===== src/design/mdtp_pkg.sv =====
// mdtp_pkg: shared types, constants and decode functions for the midi drum track parser
// no dependencies; imported by every other design file
`timescale 1ns / 1ps

package mdtp_pkg;

  localparam int QDEPTH = 2;
  localparam int QPTR_W = $clog2(QDEPTH);

  localparam logic [7:0] ST_META    = 8'hFF;
  localparam logic [7:0] ST_CTRL    = 8'hB9;
  localparam logic [7:0] ST_PROG    = 8'hC9;
  localparam logic [7:0] ST_NOTE_ON = 8'h99;

  localparam logic [3:0]  HDR_TPQN_HI = 4'd12;
  localparam logic [3:0]  HDR_TPQN_LO = 4'd13;
  localparam logic [3:0]  FIELD_LAST  = 4'd3;
  localparam logic [31:0] DELTA_SHIFT_MAX = 32'h01FF_FFFF;
  localparam logic [15:0] MS_PER_MINUTE = 16'd60000;
  localparam logic [7:0]  TEMPO_RESET = 8'd100;

  localparam logic KIND_HIT = 1'b0;
  localparam logic KIND_ERR = 1'b1;

  typedef enum logic [3:0] {
    PH_HDR, PH_SIG, PH_LEN, PH_DELTA, PH_EVENT, PH_MTYPE, PH_MLEN,
    PH_MSKIP, PH_CTRL1, PH_CTRL2, PH_KEY, PH_VEL, PH_HALT
  } phase_t;

  typedef enum logic [2:0] {
    BK_IDLE, BK_MUL, BK_CHK, BK_DIV, BK_WAIT
  } back_state_t;

  // one job handed from the parser to the time converter
  typedef struct packed {
    logic        kind;
    logic [7:0]  note;
    logic [31:0] ticks;
  } job_t;

  function automatic logic [7:0] sig_char(input logic [1:0] idx);
    logic [7:0] c;
    case (idx)
      2'd0:    c = 8'h4D;
      2'd1:    c = 8'h54;
      2'd2:    c = 8'h72;
      default: c = 8'h6B;
    endcase
    return c;
  endfunction

  function automatic logic [3:0] drum_map(input logic [7:0] n);
    logic [3:0] d;
    case (n)
      8'd38:                d = 4'd1;
      8'd41:                d = 4'd2;
      8'd45:                d = 4'd3;
      8'd47, 8'd48, 8'd50:  d = 4'd4;
      8'd42:                d = 4'd5;
      8'd51:                d = 4'd6;
      8'd49:                d = 4'd7;
      8'd57:                d = 4'd8;
      8'd36:                d = 4'd10;
      8'd46:                d = 4'd11;
      default:              d = 4'd0;
    endcase
    return d;
  endfunction

endpackage


===== src/design/mdtp_front.sv =====
// mdtp_front: byte parser for header, track chunks, delta times and events
// depends on mdtp_pkg; pushes hit and error jobs into mdtp_queue
`timescale 1ns / 1ps

module mdtp_front (
  input  logic           clk,
  input  logic           rst,
  input  logic           in_fire,
  input  logic [7:0]     data_byte,
  input  logic           q_full,
  output logic           in_ready,
  output logic           push,
  output mdtp_pkg::job_t push_job,
  output logic [15:0]    tpqn
);
  import mdtp_pkg::*;

  phase_t      phase, phase_next;
  logic [3:0]  field_count, field_count_next;
  logic [15:0] tpqn_q, tpqn_next;
  logic [31:0] track_left, track_left_next;
  logic [31:0] delta, delta_next;
  logic [31:0] tick_total, tick_total_next;
  logic [7:0]  run_status, run_status_next;
  logic [7:0]  meta_left, meta_left_next;
  logic [7:0]  held_note, held_note_next;

  logic [31:0] d_src, d_shift, len_shift;
  logic [32:0] tick_sum;
  logic [31:0] tick_sat;
  logic        is_status, sig_bad, in_track, track_end;

  assign in_ready  = !q_full;
  assign is_status = (data_byte == ST_META) || (data_byte == ST_CTRL) ||
                     (data_byte == ST_PROG) || (data_byte == ST_NOTE_ON);
  assign sig_bad   = data_byte != sig_char(field_count[1:0]);
  assign len_shift = {track_left[23:0], data_byte};
  assign in_track  = (phase != PH_HDR) && (phase != PH_SIG) &&
                     (phase != PH_LEN) && (phase != PH_HALT);
  assign track_end = in_fire && in_track && (track_left <= 32'd1);

  // a data byte with no running status starts a fresh delta
  assign d_src    = (phase == PH_DELTA) ? delta : '0;
  assign d_shift  = (d_src > DELTA_SHIFT_MAX) ? '1 : {d_src[24:0], data_byte[6:0]};
  assign tick_sum = {1'b0, tick_total} + {1'b0, d_shift};
  assign tick_sat = tick_sum[32] ? '1 : tick_sum[31:0];

  assign tpqn = tpqn_q;

  always_comb begin
    phase_next = phase;
    if (in_fire) begin
      unique case (phase)
        PH_HDR:   if (field_count >= HDR_TPQN_LO) phase_next = PH_SIG;
        PH_SIG: begin
          if (sig_bad) phase_next = PH_HALT;
          else if (field_count >= FIELD_LAST) phase_next = PH_LEN;
        end
        PH_LEN: begin
          if (field_count >= FIELD_LAST)
            phase_next = (len_shift == '0) ? PH_SIG : PH_DELTA;
        end
        PH_DELTA: phase_next = data_byte[7] ? PH_DELTA : PH_EVENT;
        PH_EVENT: begin
          if (is_status) begin
            if (data_byte == ST_META) phase_next = PH_MTYPE;
            else if (data_byte == ST_NOTE_ON) phase_next = PH_KEY;
            else phase_next = PH_CTRL1;
          end else begin
            unique case (run_status)
              ST_META:    phase_next = PH_MLEN;
              ST_CTRL:    phase_next = PH_CTRL2;
              ST_PROG:    phase_next = PH_DELTA;
              ST_NOTE_ON: phase_next = PH_VEL;
              default:    phase_next = data_byte[7] ? PH_DELTA : PH_EVENT;
            endcase
          end
        end
        PH_MTYPE: phase_next = PH_MLEN;
        PH_MLEN:  phase_next = (data_byte == 8'd0) ? PH_DELTA : PH_MSKIP;
        PH_MSKIP: if (meta_left == 8'd1) phase_next = PH_DELTA;
        PH_CTRL1: phase_next = (run_status == ST_CTRL) ? PH_CTRL2 : PH_DELTA;
        PH_CTRL2: phase_next = PH_DELTA;
        PH_KEY:   phase_next = PH_VEL;
        PH_VEL:   phase_next = PH_DELTA;
        PH_HALT:  phase_next = PH_HALT;
        default:  phase_next = PH_HALT;
      endcase
      if (track_end) phase_next = PH_SIG;
    end
  end

  always_comb begin
    field_count_next = field_count;
    tpqn_next        = tpqn_q;
    track_left_next  = track_left;
    delta_next       = delta;
    tick_total_next  = tick_total;
    run_status_next  = run_status;
    meta_left_next   = meta_left;
    held_note_next   = held_note;
    push             = 1'b0;
    push_job.kind    = KIND_HIT;
    push_job.note    = held_note;
    push_job.ticks   = tick_total;
    if (in_fire) begin
      unique case (phase)
        PH_HDR: begin
          if (field_count == HDR_TPQN_HI) tpqn_next = {data_byte, 8'd0};
          else if (field_count == HDR_TPQN_LO) tpqn_next = {tpqn_q[15:8], data_byte};
          field_count_next = (field_count >= HDR_TPQN_LO) ? 4'd0 : field_count + 4'd1;
        end
        PH_SIG: begin
          if (sig_bad) begin
            push           = 1'b1;
            push_job.kind  = KIND_ERR;
            push_job.note  = '0;
            push_job.ticks = '0;
          end else if (field_count >= FIELD_LAST) begin
            field_count_next = '0;
            track_left_next  = '0;
          end else begin
            field_count_next = field_count + 4'd1;
          end
        end
        PH_LEN: begin
          track_left_next = len_shift;
          if (field_count >= FIELD_LAST) begin
            field_count_next = '0;
            tick_total_next  = '0;
            delta_next       = '0;
          end else begin
            field_count_next = field_count + 4'd1;
          end
        end
        PH_DELTA: begin
          delta_next = d_shift;
          if (!data_byte[7]) tick_total_next = tick_sat;
        end
        PH_EVENT: begin
          if (is_status) begin
            run_status_next = data_byte;
          end else begin
            unique case (run_status)
              ST_META, ST_CTRL: ;
              ST_PROG:    delta_next = '0;
              ST_NOTE_ON: held_note_next = data_byte;
              default: begin
                delta_next = d_shift;
                if (!data_byte[7]) tick_total_next = tick_sat;
              end
            endcase
          end
        end
        PH_MTYPE: ;
        PH_MLEN: begin
          meta_left_next = data_byte;
          if (data_byte == 8'd0) delta_next = '0;
        end
        PH_MSKIP: begin
          meta_left_next = meta_left - 8'd1;
          if (meta_left == 8'd1) delta_next = '0;
        end
        PH_CTRL1: if (run_status != ST_CTRL) delta_next = '0;
        PH_CTRL2: delta_next = '0;
        PH_KEY:   held_note_next = data_byte;
        PH_VEL: begin
          delta_next = '0;
          if (data_byte != 8'd0) begin
            push            = 1'b1;
            tick_total_next = '0;
          end
        end
        PH_HALT: ;
        default: ;
      endcase
      if (in_track && track_left != '0) track_left_next = track_left - 32'd1;
      if (track_end) field_count_next = '0;
    end
  end

  always_ff @(posedge clk) begin
    if (rst) begin
      phase       <= PH_HDR;
      field_count <= '0;
      tpqn_q      <= '0;
      track_left  <= '0;
      delta       <= '0;
      tick_total  <= '0;
      run_status  <= '0;
      meta_left   <= '0;
      held_note   <= '0;
    end else begin
      phase       <= phase_next;
      field_count <= field_count_next;
      tpqn_q      <= tpqn_next;
      track_left  <= track_left_next;
      delta       <= delta_next;
      tick_total  <= tick_total_next;
      run_status  <= run_status_next;
      meta_left   <= meta_left_next;
      held_note   <= held_note_next;
    end
  end

`ifndef NO_ASSERTIONS
  a_halt_sticky: assert property (@(posedge clk) disable iff (rst)
    phase == PH_HALT |=> phase == PH_HALT)
    else $error("parser left halt");

  a_err_from_sig: assert property (@(posedge clk) disable iff (rst)
    push && push_job.kind == KIND_ERR |-> phase == PH_SIG && phase_next == PH_HALT)
    else $error("error job outside signature check");

  a_fc_range: assert property (@(posedge clk) disable iff (rst)
    field_count <= HDR_TPQN_LO)
    else $error("field count out of range");
`endif

endmodule


===== src/design/mdtp_queue.sv =====
// mdtp_queue: short job queue between the parser and the time converter
// depends on mdtp_pkg for job_t and the queue depth
`timescale 1ns / 1ps

module mdtp_queue (
  input  logic           clk,
  input  logic           rst,
  input  logic           push,
  input  mdtp_pkg::job_t push_job,
  input  logic           pop,
  output logic           full,
  output logic           q_valid,
  output mdtp_pkg::job_t head
);
  import mdtp_pkg::*;

  job_t              slots [QDEPTH];
  logic [QPTR_W-1:0] wr_ptr, rd_ptr;
  logic [QPTR_W:0]   count;
  logic              do_push, do_pop;

  assign full    = count == (QPTR_W+1)'(QDEPTH);
  assign q_valid = count != '0;
  assign head    = slots[rd_ptr];
  assign do_push = push && !full;
  assign do_pop  = pop && q_valid;

  always_ff @(posedge clk) begin
    if (do_push) slots[wr_ptr] <= push_job;
  end

  always_ff @(posedge clk) begin
    if (rst) begin
      wr_ptr <= '0;
      rd_ptr <= '0;
      count  <= '0;
    end else begin
      if (do_push) wr_ptr <= wr_ptr + QPTR_W'(1);
      if (do_pop)  rd_ptr <= rd_ptr + QPTR_W'(1);
      count <= count + (QPTR_W+1)'(do_push) - (QPTR_W+1)'(do_pop);
    end
  end

`ifndef NO_ASSERTIONS
  a_no_overflow: assert property (@(posedge clk) disable iff (rst)
    count <= (QPTR_W+1)'(QDEPTH))
    else $error("queue count past depth");

  a_push_lands: assert property (@(posedge clk) disable iff (rst)
    push && !pop |-> !full)
    else $error("push into full queue");

  a_count_step: assert property (@(posedge clk) disable iff (rst)
    do_push && !do_pop |=> count == $past(count) + (QPTR_W+1)'(1))
    else $error("queue count did not follow push");
`endif

endmodule


===== src/design/mdtp_back.sv =====
// mdtp_back: converts ticks to milliseconds with a bit-serial divider, holds the result
// depends on mdtp_pkg; takes jobs from mdtp_queue
`timescale 1ns / 1ps

module mdtp_back (
  input  logic           clk,
  input  logic           rst,
  input  logic           q_valid,
  input  mdtp_pkg::job_t head,
  input  logic [7:0]     tempo,
  input  logic [15:0]    tpqn,
  input  logic           out_ready,
  output logic           pop,
  output logic           out_valid,
  output logic           kind,
  output logic [3:0]     drum_code,
  output logic [7:0]     note_number,
  output logic [31:0]    time_ms
);
  import mdtp_pkg::*;

  back_state_t state, state_next;
  job_t        job;
  logic [47:0] dividend;
  logic [23:0] divisor;
  logic [23:0] rem;
  logic [31:0] quo;
  logic [4:0]  step;
  logic [31:0] result;
  logic        load_out, slot_free, overflow;
  logic [24:0] trial;

  assign slot_free = !out_valid || out_ready;
  // quotient needs more than 32 bits once the upper dividend reaches the divisor; a zero divisor is flagged too
  assign overflow  = (divisor == '0) || (dividend[47:32] >= divisor);
  assign trial     = {rem, quo[31]} - {1'b0, divisor};

  always_comb begin
    state_next = state;
    unique case (state)
      BK_IDLE: if (q_valid) state_next = (head.kind == KIND_ERR) ? BK_WAIT : BK_MUL;
      BK_MUL:  state_next = BK_CHK;
      BK_CHK:  state_next = overflow ? BK_WAIT : BK_DIV;
      BK_DIV:  if (step == 5'd31) state_next = BK_WAIT;
      BK_WAIT: if (slot_free) state_next = BK_IDLE;
      default: state_next = BK_IDLE;
    endcase
  end

  always_comb begin
    pop      = 1'b0;
    load_out = 1'b0;
    unique case (state)
      BK_IDLE: pop = q_valid;
      BK_WAIT: load_out = slot_free;
      default: ;
    endcase
  end

  always_ff @(posedge clk) begin
    unique case (state)
      BK_IDLE: begin
        job    <= head;
        result <= '0;
      end
      BK_MUL: begin
        dividend <= 48'(job.ticks) * 48'(MS_PER_MINUTE);
        divisor  <= 24'(tempo) * 24'(tpqn);
      end
      BK_CHK: begin
        result <= '1;
        rem    <= {8'd0, dividend[47:32]};
        quo    <= dividend[31:0];
        step   <= '0;
      end
      BK_DIV: begin
        if (!trial[24]) rem <= trial[23:0];
        else rem <= {rem[22:0], quo[31]};
        quo  <= {quo[30:0], !trial[24]};
        step <= step + 5'd1;
        if (step == 5'd31) result <= {quo[30:0], !trial[24]};
      end
      BK_WAIT: begin
        if (load_out) begin
          kind        <= job.kind;
          drum_code   <= (job.kind == KIND_ERR) ? 4'd0 : drum_map(job.note);
          note_number <= job.note;
          time_ms     <= result;
        end
      end
      default: ;
    endcase
  end

  always_ff @(posedge clk) begin
    if (rst) begin
      state     <= BK_IDLE;
      out_valid <= 1'b0;
    end else begin
      state <= state_next;
      if (load_out) out_valid <= 1'b1;
      else if (out_ready) out_valid <= 1'b0;
    end
  end

`ifndef NO_ASSERTIONS
  a_rem_below: assert property (@(posedge clk) disable iff (rst)
    state == BK_DIV |-> rem < divisor)
    else $error("divider remainder not below divisor");

  a_load_shows: assert property (@(posedge clk) disable iff (rst)
    load_out |=> out_valid)
    else $error("loaded result not presented");

  a_err_zero: assert property (@(posedge clk) disable iff (rst)
    out_valid && kind == KIND_ERR |-> drum_code == '0 && note_number == '0 && time_ms == '0)
    else $error("error result carries data");
`endif

endmodule


===== src/design/midi_drum_track_parser.sv =====
// midi_drum_track_parser: top level, tempo register plus parser, job queue and converter
// depends on mdtp_pkg, mdtp_front, mdtp_queue, mdtp_back
`timescale 1ns / 1ps

// Takes a standard MIDI file one byte per transfer and returns one result per
// drum note-on (kind 0) or one result for a bad track signature (kind 1, after
// which every byte is taken and ignored until reset). The parser takes a byte
// every cycle while its two-entry job queue has room; each hit then passes
// through the converter in order: a pop, a multiply, an overflow check, 32
// steps of the bit-serial divider and a load of the output register, so hits
// that come faster than the converter drains them stall input once the queue
// fills. Error results skip the divider. tempo_bpm is written through
// cfg_valid/cfg_data and must only change while no result is pending.
module midi_drum_track_parser (
  input  logic        clk,
  input  logic        rst,
  input  logic        cfg_valid,
  output logic        cfg_ready,
  input  logic [7:0]  cfg_data,
  input  logic        in_valid,
  output logic        in_ready,
  input  logic [7:0]  data_byte,
  output logic        out_valid,
  input  logic        out_ready,
  output logic        kind,
  output logic [3:0]  drum_code,
  output logic [7:0]  note_number,
  output logic [31:0] time_ms
);
  import mdtp_pkg::*;

  logic [7:0]  tempo_bpm;
  logic [15:0] tpqn;
  logic        in_fire, push, pop, q_full, q_valid;
  job_t        push_job, head;

  assign cfg_ready = 1'b1;
  assign in_fire   = in_valid && in_ready;

  always_ff @(posedge clk) begin
    if (rst) tempo_bpm <= TEMPO_RESET;
    else if (cfg_valid) tempo_bpm <= cfg_data;
  end

  mdtp_front u_front (
    .clk      (clk),
    .rst      (rst),
    .in_fire  (in_fire),
    .data_byte(data_byte),
    .q_full   (q_full),
    .in_ready (in_ready),
    .push     (push),
    .push_job (push_job),
    .tpqn     (tpqn)
  );

  mdtp_queue u_queue (
    .clk     (clk),
    .rst     (rst),
    .push    (push),
    .push_job(push_job),
    .pop     (pop),
    .full    (q_full),
    .q_valid (q_valid),
    .head    (head)
  );

  mdtp_back u_back (
    .clk        (clk),
    .rst        (rst),
    .q_valid    (q_valid),
    .head       (head),
    .tempo      (tempo_bpm),
    .tpqn       (tpqn),
    .out_ready  (out_ready),
    .pop        (pop),
    .out_valid  (out_valid),
    .kind       (kind),
    .drum_code  (drum_code),
    .note_number(note_number),
    .time_ms    (time_ms)
  );

endmodule


===== config.mk =====
export PLATFORM = sky130hd
export DESIGN_NAME = midi_drum_track_parser
export DESIGN_NICKNAME = d
export VERILOG_FILES = /design/src/design/mdtp_pkg.sv /design/src/design/mdtp_front.sv /design/src/design/mdtp_queue.sv /design/src/design/mdtp_back.sv /design/src/design/midi_drum_track_parser.sv
export SDC_FILE = /design/constraint.sdc
export NUM_CORES = 2
export LEC_CHECK = 0
export BUFFER_PORTS_ARGS = -buffer_cell sky130_fd_sc_hd__buf_4
export CAP_MARGIN = 20
export CORE_MARGIN = 4
export CORE_UTILIZATION = 58
export DETAILED_ROUTE_END_ITERATION = 7
export PLACE_DENSITY = 0.75
export SYNTH_ARGS = -nofsm -noshare
export SYNTH_HDL_FRONTEND = slang
export SYNTH_SLANG_ARGS = --single-unit

===== constraint.sdc =====
create_clock -name clk -period 9.2 [get_ports clk]
set_input_delay 2.3 -clock clk [delete_from_list [all_inputs] [get_ports clk]]
set_output_delay 2.3 -clock clk [all_outputs]
set_load 0.01 [all_outputs]

==> impl_results.md <==
* Initial antenna violation count at 0
* Reg-to-reg endpoint: u_back.dividend[43]$_DFFE_PP_
* CP Cell Sequence: inv_1, fa_1, inv_1, fa_1, fa_1, inv_1, fa_1, fa_1, inv_1, ha_1, and4_1, a21oi_1, nand2_1, o211ai_1, a31oi_1, a2111oi_0, o21ai_0, a21oi_1, xnor2_1
* Synth area leaders: edfxtp_1 (30%), fa_1 (14%), dfxtp_1 (9.7%)
* I/O pin total at 69
* Vias in the first global route at ~23,000
* DRC at 0
* Synth cell types at 84
* Yosys reg bits at 489
* CTS Buffer Depth at 3
* Synth Net Count at 3,748
* Setup WS post-layout at between 2000 and 3000 ps
* Starting Density at 0.587
* Top Family by Delay on Critical Path: adder cells
* Die area at roughly 60,000 µm²
* DP Worst Slack at roughly 2700 ps
* Crit-path max FO at 6
* Setup TNS at 0 ps
* Area growth, synth to finish at 8.99%
* Worst R2R Start: u_back.job[6]$_DFFE_PP_
* Post-Synthesis Cells at 3,263
* Die W at about 250 µm
* Fmax at between 150 and 200 MHz
* Required time of the critical path at 9520 ps
* Post-cts sizing count at 0
* Number of max-cap violations at 0
* Fin crit share at 0.721
* Initial DRT Pass Iterations at 7
* Final Max Slew Viols at 0
* Global-route wire length before repair at 115,000 µm
* Clock latency on the worst-skew pair at just over 600 ps
* Max VDD drop at roughly 0.22 mV
* Worst endpoint data arrival time at between 6000 and 7000 ps
* Hold Path End: u_back.time_ms[11]$_DFFE_PP_
* Synth Flop Type: edfxtp_1
* Worst Min Path Start: u_back.result[11]$_DFFE_PP_
* Layout Utilization at 0.640
* Core Area at around 56,000 µm²
* Crit path buf inv count at 4
* Layout cells sized above 1 at 0.0736
* EDFF count, synth at approximately 330
* Most common cell after layout, fill and taps aside: inv_1
* Hold crit path type: reg -> reg
* Sink Count at between 400 and 500
* HPWL Detailed at about 50,000 µm
* Largest net degree at the start of global routing at 96
* Final instance area at ~36,000 µm²
* Slew @ Worst Pin at ~1100 ps
* Unrepaired setup endpoints after global routing: false
* Reg-to-reg slack, setup at between 2000 and 3000 ps
* WHS Path Cells at 0
* YS warnings at 0
* Post-route ant nets at 0
* Path depth of the worst reg2reg path at 19
* Std cell rows at 87
* Cell Area, Placed at 34,400 µm²
* Final Hold Violating Endpoints at 0
* Total leakage power at 16.3 nW
* WL per Instance at around 17 µm
* Sequential share of the synthesized area at 0.394
* Hold_buf cts at 0
* Startpoint types: flop
* Clock slew at reported path FFs at 60 ps
* Die H at 247 µm
* Pwr Density at 249 nW/µm²
* Final min period at between 6000 and 7000 ps
* CP max stage delay at 1000 ps
* Area leader, netlist: edfxtp_1
* Mapped cell area at between 30,000 and 40,000 µm²
* Mean area per synthesized cell at ~10 µm²
* Final WL at just under 70,000 µm
* Overall power at roughly 0.0090 W
* Htree depth at 2
* Commonest cells after routing, fill and taps aside: inv_1 (417), edfxtp_1 (328), nand2_1 (287)
* Vias at approximately 23,000
* Most used cell, CP: fa_1
* Iter 0 DRT Violations at around 1,700
* Status: complete, no violations
* Worst setup path class: reg -> reg
* Inserted Diodes at 0
* Crit. End Element: flop
* Root Buffer: clkbuf_16
* Final GP Congestion at a little under 0.9
* Slew HR at 0.219
* Post-CTS Setup Bufs at 0
* Top-area cell type share of the netlist area at 0.297
* Total grt overflow at 0
* TritonCTS clock tree: done
* Via/cell ratio at approximately 5.7
* Gr usage total at 0.227
* TritonCTS buffer count at approximately 50
* Nets at between 3,000 and 4,000
* Final setup violation count at 0
* Slowest CP cell: a2111oi_0
* Async set or reset register ratio after synthesis at 0
* # port buffers at 67
* Post-route clock skew at approximately 47 ps
[final cells by class]
class	instances	area [µm²]
tap	756	946
sequential	489	13100
clock inverter	32	334
fill	4366	20300
timing repair buffer	91	766
clock buffer	62	1360
inverter	418	1570
multi-input combinational	2224	18100
[synthesized netlist by cell type, types with 67 or more instances]
library cell,instances
ha_1,237
fa_1,227
mux2i_1,71
inv_1,418
a21oi_1,189
dfxtp_1,161
nor2_1,239
clkbuf_1,113
and2_1,67
edfxtp_1,328
nor2b_1,68
o21ai_0,154
nand2_1,288
xnor2_1,77
[cells by family (layout without fill, tap and decap cells)]
family                   after synthesis  count (layout)  share of synthesized area
multiplexers                         111             111                     0.0350
flip-flops                           489             489                      0.394
other                                  1               1                   0.000113
adder cells (fa/ha/maj)              464             464                      0.226
XOR/XNOR                             115             115                     0.0304
AND/OR/NAND/NOR                      880             880                      0.126
buffers and inverters                550             603                     0.0628
AO/OA/AOI/OAI                        653             653                      0.126
[how the worst max path moves through the flow]
stage / start / endpoint / slack (ps) / cells past startpoint
2_1_floorplan: u_back.state[0]$_SDFFE_PP0P_ / u_back.dividend[10]$_DFFE_PP_ / 3130 / 2
3_3_place_gp: data_byte[0] / u_front.tick_total[30]$_SDFFE_PP0P_ / 2800 / 15
3_5_place_dp: u_back.job[6]$_DFFE_PP_ / u_back.dividend[43]$_DFFE_PP_ / 2690 / 19
4_1_cts: u_back.job[6]$_DFFE_PP_ / u_back.dividend[43]$_DFFE_PP_ / 2610 / 19
5_1_grt: u_back.job[2]$_DFFE_PP_ / u_back.dividend[46]$_DFFE_PP_ / 2220 / 20
6_report: u_back.job[6]$_DFFE_PP_ / u_back.dividend[43]$_DFFE_PP_ / 2570 / 19
[per-layer routing]
layer	wire length, µm	share of wire	vias up	track usage
met5	0	0	-	0
met4	1750	0.025	0	0.0692
met3	3760	0.054	133	0.0281
met2	32500	0.47	676	0.380
met1	31200	0.45	11200	0.314
li1	-	-	11200	-
[power breakdown]
part	internal [W]	switching [W]
clock network	0.00120	0.000859
registers	0.00289	0.000224
logic	0.00159	0.00223
[registers in the layout, indices dropped and copies added (netlist names), 32 cells and up, named ones only]
signal	count
u_front.tick_total	32
u_back.job	41
u_front.delta	32
u_back.quo	32
u_back.dividend	43
u_front.track_left	32
u_back.time_ms	32
u_back.result	32
u_queue.slots	82
[per-stage QoR]
step,hold WS [ps],std cells
final,417,4072
after global routing,425,4072
after CTS,419,4066
after detailed placement,405,3972
after global placement,402,3970
after floorplan,400,3263
Power figures use the tool's default switching activity.
